[src/design/cbp_pkg.sv]
package cbp_pkg;

  // row geometry
  localparam int ROW_LEN    = 8;
  localparam int INIT_TERMS = 4;
  localparam int TERMS      = (INIT_TERMS < ROW_LEN) ? INIT_TERMS : ROW_LEN;
  localparam int IDX_W      = $clog2(ROW_LEN);

  localparam logic [IDX_W-1:0] LAST_IDX = IDX_W'(ROW_LEN - 1);
  localparam logic [IDX_W-1:0] PEN_IDX  = IDX_W'(ROW_LEN - 2);
  localparam logic [IDX_W-1:0] ANTE_IDX = IDX_W'(ROW_LEN - 3);
  localparam logic [IDX_W-1:0] TERM_END = IDX_W'(TERMS - 1);

  // number formats
  localparam int SMP_W = 20;          // sample and coefficient, q10
  localparam int FRAC  = 20;          // internal fraction bits
  localparam int QSH   = FRAC - 10;   // q10 to q20 shift
  localparam int CW    = 34;          // internal coefficient width
  localparam int MA_W  = CW + 2;      // multiplier data operand
  localparam int MB_W  = 22;          // multiplier constant operand
  localparam int PR_W  = MA_W + MB_W;

  // pole z1 = sqrt(3)-2 and z1/(z1^2-1), both q20
  localparam logic signed [MB_W-1:0] Z1_Q = -MB_W'(280965);
  localparam logic signed [MB_W-1:0] ZA_Q = MB_W'(302698);
  localparam logic signed [PR_W-1:0] MUL_RND = PR_W'(1) <<< (FRAC - 1);

  typedef enum logic [2:0] {
    ST_COLLECT,
    ST_INIT,
    ST_CAUSAL,
    ST_ACS_A,
    ST_ACS_B,
    ST_ANTI,
    ST_EMIT
  } state_t;

  typedef struct packed {
    logic                 valid;
    logic                 last;
    logic signed [CW-1:0] value;
  } emit_t;

  // q20 product, rounded half up
  function automatic logic signed [CW-1:0] mulq(input logic signed [MA_W-1:0] a,
                                                input logic signed [MB_W-1:0] b);
    logic signed [PR_W-1:0] p;
    p = PR_W'(a) * PR_W'(b);
    p = p + MUL_RND;
    return CW'(p >>> FRAC);
  endfunction

  // z1^k built by repeated rounded products, zero past the start sum
  function automatic logic signed [MB_W-1:0] pow_z1(input int k);
    longint p;
    p = longint'(1) <<< FRAC;
    for (int i = 0; i < k; i++) begin
      p = (p * longint'(Z1_Q) + (longint'(1) <<< (FRAC - 1))) >>> FRAC;
    end
    if (k >= TERMS) begin
      p = 0;
    end
    return MB_W'(p);
  endfunction

endpackage

[src/design/cbp_ram.sv]
module cbp_ram #(
  parameter int WIDTH = 20,
  parameter int DEPTH = 8
) (
  input  logic                     clk,
  input  logic                     we,
  input  logic [$clog2(DEPTH)-1:0] waddr,
  input  logic [WIDTH-1:0]         wdata,
  input  logic [$clog2(DEPTH)-1:0] raddr,
  output logic [WIDTH-1:0]         rdata
);

  logic [WIDTH-1:0] mem [DEPTH];

  always_ff @(posedge clk) begin
    if (we) begin
      mem[waddr] <= wdata;
    end
  end

  always_ff @(posedge clk) begin
    rdata <= mem[raddr];
  end

endmodule

[src/design/cbp_engine.sv]
module cbp_engine (
  input  logic                              clk,
  input  logic                              rst,
  input  logic                              start,
  input  logic signed [cbp_pkg::SMP_W-1:0]  sample,
  output logic                              busy,
  output cbp_pkg::emit_t                    emit
);

  localparam int IDX_W = cbp_pkg::IDX_W;
  localparam int CW    = cbp_pkg::CW;
  localparam int MA_W  = cbp_pkg::MA_W;
  localparam int MB_W  = cbp_pkg::MB_W;
  localparam int SMP_W = cbp_pkg::SMP_W;
  localparam int QSH   = cbp_pkg::QSH;

  cbp_pkg::state_t state, state_next;

  logic [IDX_W-1:0] count, count_next;
  logic [IDX_W-1:0] rd_idx, rd_idx_next;
  logic [IDX_W-1:0] dly_idx, dly_idx_next;
  logic             pend, pend_next;

  logic signed [CW-1:0] cp, cp_next;
  logic signed [CW-1:0] cp_prev, cp_prev_next;
  logic signed [CW-1:0] cm, cm_next;

  logic                    s_we;
  logic [SMP_W-1:0]        s_rdata;
  logic signed [CW-1:0]    s_q;

  logic                    c_we;
  logic [IDX_W-1:0]        c_waddr;
  logic [IDX_W-1:0]        c_raddr;
  logic signed [CW-1:0]    c_wdata;
  logic [CW-1:0]           c_rdata;

  logic signed [MA_W-1:0]  mul_a;
  logic signed [MB_W-1:0]  mul_b;
  logic signed [CW-1:0]    mul_q;

  logic signed [MB_W-1:0]  pow_tab [cbp_pkg::ROW_LEN];

  for (genvar g = 0; g < cbp_pkg::ROW_LEN; g++) begin : g_pow
    assign pow_tab[g] = cbp_pkg::pow_z1(g);
  end

  // row samples
  cbp_ram #(
    .WIDTH (SMP_W),
    .DEPTH (cbp_pkg::ROW_LEN)
  ) u_smp_ram (
    .clk   (clk),
    .we    (s_we),
    .waddr (count),
    .wdata (sample),
    .raddr (rd_idx),
    .rdata (s_rdata)
  );

  // causal values, overwritten in place by anticausal values
  cbp_ram #(
    .WIDTH (CW),
    .DEPTH (cbp_pkg::ROW_LEN)
  ) u_coef_ram (
    .clk   (clk),
    .we    (c_we),
    .waddr (c_waddr),
    .wdata (c_wdata),
    .raddr (c_raddr),
    .rdata (c_rdata)
  );

  assign s_q   = {{(CW-SMP_W-QSH){s_rdata[SMP_W-1]}}, s_rdata, {QSH{1'b0}}};
  assign mul_q = cbp_pkg::mulq(mul_a, mul_b);
  assign busy  = (state != cbp_pkg::ST_COLLECT);
  assign s_we  = start && (state == cbp_pkg::ST_COLLECT);

  assign emit.valid = (state == cbp_pkg::ST_EMIT) && pend;
  assign emit.last  = (dly_idx == cbp_pkg::LAST_IDX);
  assign emit.value = c_rdata;

  always_ff @(posedge clk) begin
    if (rst) begin
      state   <= cbp_pkg::ST_COLLECT;
      count   <= '0;
      rd_idx  <= '0;
      dly_idx <= '0;
      pend    <= 1'b0;
    end else begin
      state   <= state_next;
      count   <= count_next;
      rd_idx  <= rd_idx_next;
      dly_idx <= dly_idx_next;
      pend    <= pend_next;
    end
  end

  always_ff @(posedge clk) begin
    cp      <= cp_next;
    cp_prev <= cp_prev_next;
    cm      <= cm_next;
  end

  always_comb begin
    state_next   = state;
    count_next   = count;
    rd_idx_next  = rd_idx;
    dly_idx_next = dly_idx;
    pend_next    = pend;
    cp_next      = cp;
    cp_prev_next = cp_prev;
    cm_next      = cm;
    c_we         = 1'b0;
    c_waddr      = dly_idx;
    c_wdata      = mul_q;
    c_raddr      = rd_idx;
    mul_a        = '0;
    mul_b        = '0;
    unique case (state)
      cbp_pkg::ST_COLLECT: begin
        if (s_we) begin
          if (count == cbp_pkg::LAST_IDX) begin
            count_next  = '0;
            state_next  = cbp_pkg::ST_INIT;
            rd_idx_next = '0;
            pend_next   = 1'b0;
            cp_next     = '0;
          end else begin
            count_next = IDX_W'(count + 1'b1);
          end
        end
      end
      cbp_pkg::ST_INIT: begin
        mul_a        = MA_W'(s_q);
        mul_b        = pow_tab[dly_idx];
        pend_next    = 1'b1;
        dly_idx_next = rd_idx;
        rd_idx_next  = IDX_W'(rd_idx + 1'b1);
        if (pend) begin
          cp_next = cp + mul_q;
          if (dly_idx == cbp_pkg::TERM_END) begin
            state_next  = cbp_pkg::ST_CAUSAL;
            rd_idx_next = IDX_W'(1);
            pend_next   = 1'b0;
          end
        end
      end
      cbp_pkg::ST_CAUSAL: begin
        mul_a        = MA_W'(cp);
        mul_b        = cbp_pkg::Z1_Q;
        pend_next    = 1'b1;
        dly_idx_next = rd_idx;
        rd_idx_next  = IDX_W'(rd_idx + 1'b1);
        c_we         = 1'b1;
        if (!pend) begin
          // causal start value goes to entry zero
          c_waddr = '0;
          c_wdata = cp;
        end else begin
          cp_next      = s_q + mul_q;
          cp_prev_next = cp;
          c_wdata      = cp_next;
          if (dly_idx == cbp_pkg::LAST_IDX) begin
            state_next = cbp_pkg::ST_ACS_A;
            pend_next  = 1'b0;
          end
        end
      end
      cbp_pkg::ST_ACS_A: begin
        mul_a      = MA_W'(cp_prev);
        mul_b      = cbp_pkg::Z1_Q;
        cm_next    = cp + mul_q;
        state_next = cbp_pkg::ST_ACS_B;
      end
      cbp_pkg::ST_ACS_B: begin
        mul_a        = MA_W'(cm);
        mul_b        = cbp_pkg::ZA_Q;
        cm_next      = mul_q;
        c_we         = 1'b1;
        c_waddr      = cbp_pkg::LAST_IDX;
        c_raddr      = cbp_pkg::PEN_IDX;
        dly_idx_next = cbp_pkg::PEN_IDX;
        rd_idx_next  = cbp_pkg::ANTE_IDX;
        pend_next    = 1'b1;
        state_next   = cbp_pkg::ST_ANTI;
      end
      cbp_pkg::ST_ANTI: begin
        mul_a        = MA_W'(cm) - MA_W'($signed(c_rdata));
        mul_b        = cbp_pkg::Z1_Q;
        cm_next      = mul_q;
        c_we         = 1'b1;
        dly_idx_next = rd_idx;
        rd_idx_next  = IDX_W'(rd_idx - 1'b1);
        pend_next    = 1'b1;
        if (dly_idx == '0) begin
          state_next  = cbp_pkg::ST_EMIT;
          rd_idx_next = '0;
          pend_next   = 1'b0;
        end
      end
      cbp_pkg::ST_EMIT: begin
        dly_idx_next = rd_idx;
        rd_idx_next  = IDX_W'(rd_idx + 1'b1);
        pend_next    = 1'b1;
        if (pend && (dly_idx == cbp_pkg::LAST_IDX)) begin
          state_next = cbp_pkg::ST_COLLECT;
          pend_next  = 1'b0;
        end
      end
      default: begin
        state_next = cbp_pkg::ST_COLLECT;
      end
    endcase
  end

endmodule

[src/design/cbp_out_stage.sv]
module cbp_out_stage (
  input  logic                              clk,
  input  logic                              rst,
  input  cbp_pkg::emit_t                    emit,
  output logic                              strobe,
  output logic signed [cbp_pkg::SMP_W-1:0]  coefficient,
  output logic                              last_in_row
);

  localparam int SC_W  = cbp_pkg::CW + 4;
  localparam int SMP_W = cbp_pkg::SMP_W;
  localparam int QSH   = cbp_pkg::QSH;

  localparam logic signed [SC_W-1:0] SAT_HI = SC_W'((64'sd1 <<< (SMP_W - 1)) - 64'sd1);
  localparam logic signed [SC_W-1:0] SAT_LO = ~SAT_HI;
  localparam logic signed [SC_W-1:0] RND    = SC_W'(1) <<< (QSH - 1);

  logic signed [SC_W-1:0]  v_ext;
  logic signed [SC_W-1:0]  scaled;
  logic signed [SC_W-1:0]  shifted;
  logic signed [SMP_W-1:0] sat;

  // times six, round to q10, clamp
  always_comb begin
    v_ext   = SC_W'(emit.value);
    scaled  = (v_ext <<< 2) + (v_ext <<< 1) + RND;
    shifted = scaled >>> QSH;
    if (shifted > SAT_HI) begin
      sat = SAT_HI[SMP_W-1:0];
    end else if (shifted < SAT_LO) begin
      sat = SAT_LO[SMP_W-1:0];
    end else begin
      sat = shifted[SMP_W-1:0];
    end
  end

  always_ff @(posedge clk) begin
    if (rst) begin
      strobe <= 1'b0;
    end else begin
      strobe <= emit.valid;
    end
  end

  always_ff @(posedge clk) begin
    coefficient <= sat;
    last_in_row <= emit.last;
  end

endmodule

[src/design/cubic_bspline_prefilter_row_top.sv]
// cubic b-spline prefilter, one row at a time
//
// input: a transfer happens on a clock edge with start high and busy low;
// sample is a signed q10 value. one sample per cycle is taken while a row
// is being gathered, so a row of ROW_LEN samples can arrive back to back
// output: each coefficient is shown for exactly one cycle with strobe high,
// in row order, the final one with last_in_row set; the receiver cannot
// stall, so there is no backpressure and nothing is held
// after the last sample of a row, busy rises and stays high through the
// causal start sum over the first TERMS samples, then the causal pass, the
// anticausal pass and the read-out each walk the row held in memory; the
// single registered read port of each memory sets the pace of one entry
// per cycle
// the first strobe comes once the anticausal pass is through, the others follow
// on consecutive cycles; busy falls as the final coefficient is shown, so the
// next row may start at once
// reset (rst, synchronous) empties the row being gathered and returns to
// gathering; the memories keep their contents but are never read before
// being written
module cubic_bspline_prefilter_row_top (
  input  logic                              clk,
  input  logic                              rst,
  input  logic                              start,
  output logic                              busy,
  input  logic signed [cbp_pkg::SMP_W-1:0]  sample,
  output logic                              strobe,
  output logic signed [cbp_pkg::SMP_W-1:0]  coefficient,
  output logic                              last_in_row
);

  // read-out from the filter sequencer towards the output registers
  cbp_pkg::emit_t emit;

  // sequencer with the sample memory and the coefficient memory
  cbp_engine u_engine (
    .clk    (clk),
    .rst    (rst),
    .start  (start),
    .sample (sample),
    .busy   (busy),
    .emit   (emit)
  );

  // scaling by six, rounding and saturation, then the output register
  cbp_out_stage u_out (
    .clk         (clk),
    .rst         (rst),
    .emit        (emit),
    .strobe      (strobe),
    .coefficient (coefficient),
    .last_in_row (last_in_row)
  );

  // a coefficient only ever follows a cycle in which the filter was running
  a_strobe_after_busy: assert property (@(posedge clk) disable iff (rst)
    strobe |-> $past(busy))
    else $error("coefficient strobed without a running row");

  // the row ends after its final coefficient
  a_gap_after_last: assert property (@(posedge clk) disable iff (rst)
    (strobe && last_in_row) |=> !strobe)
    else $error("coefficient strobed right after the end of a row");

  // no new sample is taken while the read-out is still under way
  a_busy_mid_row: assert property (@(posedge clk) disable iff (rst)
    (strobe && !last_in_row) |-> busy)
    else $error("filter idle in the middle of a read-out");

endmodule
[config.mk]
export PLATFORM = sky130hd
export DESIGN_NAME = cubic_bspline_prefilter_row_top
export DESIGN_NICKNAME = d
export VERILOG_FILES = /design/src/design/cbp_pkg.sv /design/src/design/cbp_ram.sv /design/src/design/cbp_engine.sv /design/src/design/cbp_out_stage.sv /design/src/design/cubic_bspline_prefilter_row_top.sv
export SDC_FILE = /design/constraint.sdc
export NUM_CORES = 2
export LEC_CHECK = 0
export BUFFER_PORTS_ARGS = -buffer_cell sky130_fd_sc_hd__buf_2
export CAP_MARGIN = 30
export CORE_UTILIZATION = 50
export DETAILED_ROUTE_END_ITERATION = 6
export HOLD_SLACK_MARGIN = 0.1
export PLACE_DENSITY = 0.65
export SLEW_MARGIN = 20
export SYNTH_ARGS = -nofsm -noshare
export SYNTH_HDL_FRONTEND = slang
export SYNTH_SLANG_ARGS = --single-unit
[constraint.sdc]
create_clock -name clk -period 16 [get_ports clk]
set_input_delay 3.2 -clock clk [delete_from_list [all_inputs] [get_ports clk]]
set_output_delay 3.2 -clock clk [all_outputs]
set_load 0.01 [all_outputs]
==> impl_metrics.toml <==
[route]
wl_mm = 154.1
routed_via_density = 5.644
drcViolationCount = 0
drt.antenna.violating_nets = 0
drt_first_pass_iters = 5
drt_iter0_markers = 3080
top_layer_used = "met4"
detail_route.wl_per_cell_um = 23.58
met2_length_mm = 72.03
dr_total_vias = 36870
wl_met1_mm = 63.43
wl_met3_mm = 9.515

[timing]
finalCritPeriodShare = 0.8717
finalCriticalPeriod_ns = 13.95
setup_ws_ns = 2.053
worst_pin_slew_ns = 1.099
fin_skew_ns = 0.03495
grt_setup_unrepaired = "false"
tns_ns = 0
setup_violations = 0
max_slew_margin = 0.2655
slew_violations = 0
max_freq_mhz = 71.70
finalHoldViolations = 0
hold_ws_ns = 0.5387

[logic_synthesis]
synth_cells = 5049
ys_warn_count = 0
synth-edff-count = 534
ys_async_sr_fraction = 0
yosysSeqAreaShare = 0.3334
synth_seq_cells = 623
avgSynthCellArea_um2 = 10.58
synth_cell_types = 85
syn-cell-area_um2 = 53440
syn_nets = 6126
synth_ff_type = "edfxtp_1"

[clock_tree]
cts-buffers-inserted = 70
cts_buffer_depth = 3
clk_root_buffer_cell = "clkbuf_16"
cts_hold_buf = 0
cts_tree = "done"
clock-sinks = 623
cts-htree-levels = 3
cts.clk_slew.worst_paths_ns = 0.06
clk_latency_ns = 0.66
cts-resized-gates = 0
post-cts-setup-buffers = 0

[global_route]
grt_max_degree = 69
grt_pass1_wl_mm = 233.5
globalRouteOverflowTotal = 0
antenna_found_initial = 3
grt_pass1_vias = 38090
grt.total_usage = 0.2915

[worst_setup_path]
end_kind = "register"
cp_max_fo = 10
critPathMaxStageDelay_ns = 0.72
cp.required_ns = 16.39
critPathArrivalTime_ns = 14.34
r2r_start = "u_engine.u_coef_ram.rdata[3]$_DFF_P_"
criticalPathCategory = "reg -> reg"
cpMaxStageDelayCell = "a21boi_1"
worstRegToRegCells = 49
r2r-end = "u_engine.u_coef_ram.mem[0][33]$_DFFE_PP_"
r2r_slack_ns = 2.05
critPathLaunchType = "register"

[run]
drv.max_cap_violation_count = 0

[layout]
drive_gt1_frac = 0.07375
layout.nets = 6159
area_growth_pct = 8.450

[placement]
place_ws_ns = 2.332
dp_hpwl_mm = 118.5
place_congestion = 0.9895
numPortBuffers = 45

[min_path]
hold-path-endpoint = "u_engine.cp_prev[10]$_DFFE_PP_"
hold_depth = 0
hp-class = "reg -> reg"
min_from = "u_engine.cp[10]$_DFFE_PP_"

[floorplan]
rows = 119
core_um2 = 105600
io_pins = 46
fp.dieH_um = 328.9
die_w_um = 328.9
dieArea_um2 = 108200
initial_core_util = 0.5062

[run_status]
status = "finished clean"
-- cell usage after synthesis, types with 38 or more instances --
cell      number  area share
clkbuf_1     134      0.0094
a211oi_1      53      0.0074
nand2b_1      38      0.0044
inv_1       1045       0.073
nor2_1       335       0.024
a21o_1       118       0.017
xnor2_1      113       0.019
edfxtp_1     534        0.30
a22oi_1       42      0.0059
ha_1         390       0.091
nor2b_1       52      0.0061
o31ai_1       44      0.0062
fa_1         664        0.25
a21oi_1      170       0.016
nand2_1      508       0.036
a221oi_1      40      0.0066
mux4_2        40       0.017
o21ai_0      108       0.010
dfxtp_1       89       0.033
xor2_1        47      0.0077
nand3_1      132       0.012
-- logic make-up after synthesis --
group | after synthesis | synth area share
buf+inv | 1215 | 0.08560
simple gates | 1198 | 0.09740
fa+ha+maj | 1054 | 0.3401
compound gates | 724 | 0.09328
flops | 623 | 0.3334
xor+xnor | 161 | 0.02667
mux | 74 | 0.02355
-- state kept, by name, indices dropped and copies added (netlist names) --
register and count:
u_engine.rd_idx 3, u_engine.dly_idx 3, u_engine.u_smp_ram.rdata 20, u_out.coefficient 20, u_out.strobe 1, u_engine.cm 34
u_out.last_in_row 1, u_engine.state 3, u_engine.u_coef_ram.mem 272, u_engine.cp 34, u_engine.cp_prev 34, u_engine.u_smp_ram.mem 160
u_engine.pend 1, u_engine.count 3, u_engine.u_coef_ram.rdata 34
-- cell type report --
class	instances	area (µm²)
repair buffers	128	862.1
inverters	1048	3936
fillers	9162	47610
flip-flops and latches	623	17820
well taps	1391	1740
multi-input cells	3211	31220
diodes	3	7.507
clock inverters	37	415.4
clock buffers	92	1947
-- metrics by stage --
stage	cells	utilization	area, µm²
global placement	6394	0.5259	55510
CTS	6527	0.5485	57900
detailed placement	6398	0.5261	55540
global route	6531	0.5489	57950
finish	6533	0.5490	57950
floorplan	5049	-	53440
-- placed cells by master, fill, tap and decap left out, types with 42 or more instances in the layout --
| cell | n |
|---|---|
| clkbuf_16 | 72 |
| a22oi_1 | 42 |
| edfxtp_1 | 534 |
| o31ai_1 | 43 |
| a21o_1 | 118 |
| nand3_1 | 132 |
| nor2b_1 | 49 |
| o21ai_0 | 107 |
| buf_2 | 49 |
| a21oi_1 | 168 |
| inv_1 | 1044 |
| xnor2_1 | 113 |
| buf_4 | 77 |
| nand2_1 | 505 |
| dfxtp_1 | 85 |
| fa_1 | 664 |
| a211oi_1 | 53 |
| xor2_1 | 47 |
| ha_1 | 390 |
| nor2_1 | 320 |
-- routing by layer --
metal / GRT usage / vias up
met3: 0.03371 / 320
li1: - / 16630
met4: 0.1525 / 0
met5: 0 / -
met1: 0.3883 / 18540
met2: 0.4708 / 1377
-- worst max-delay path by stage --
| stage | from | slack [ns] | depth (start not counted) | to |
|---|---|---|---|---|
| floorplan | u_engine.state[2]$_SDFFE_PP0P_ | 4.36 | 50 | u_engine.u_coef_ram.mem[0][33]$_DFFE_PP_ |
| global placement | u_engine.u_coef_ram.rdata[3]$_DFF_P_ | 2.66 | 49 | u_engine.u_coef_ram.mem[2][33]$_DFFE_PP_ |
| detailed placement | u_engine.u_coef_ram.rdata[3]$_DFF_P_ | 2.33 | 49 | u_engine.u_coef_ram.mem[2][33]$_DFFE_PP_ |
| CTS | u_engine.u_coef_ram.rdata[3]$_DFF_P_ | 2.27 | 49 | u_engine.u_coef_ram.mem[0][33]$_DFFE_PP_ |
| global route | u_engine.u_coef_ram.rdata[3]$_DFF_P_ | 1.28 | 49 | u_engine.u_coef_ram.mem[0][33]$_DFFE_PP_ |
| finish | u_engine.u_coef_ram.rdata[3]$_DFF_P_ | 2.05 | 49 | u_engine.u_coef_ram.mem[0][33]$_DFFE_PP_ |
-- critical path, delay by kind of cell (launching register included) --
kind	cells	cell delay (ns)
buffers and inverters	7	0.45
muxes	1	0.31
and+or+nand+nor	4	0.89
AOI/OAI and AO/OA	24	6.40
xor gates and xnor gates	3	0.76
adders and majority gates	10	4.51
DFF	1	0.36
Power is left out: the tool's default activity adds up to more than one toggle a clock period on the data nets, which glitch-free logic cannot reach.
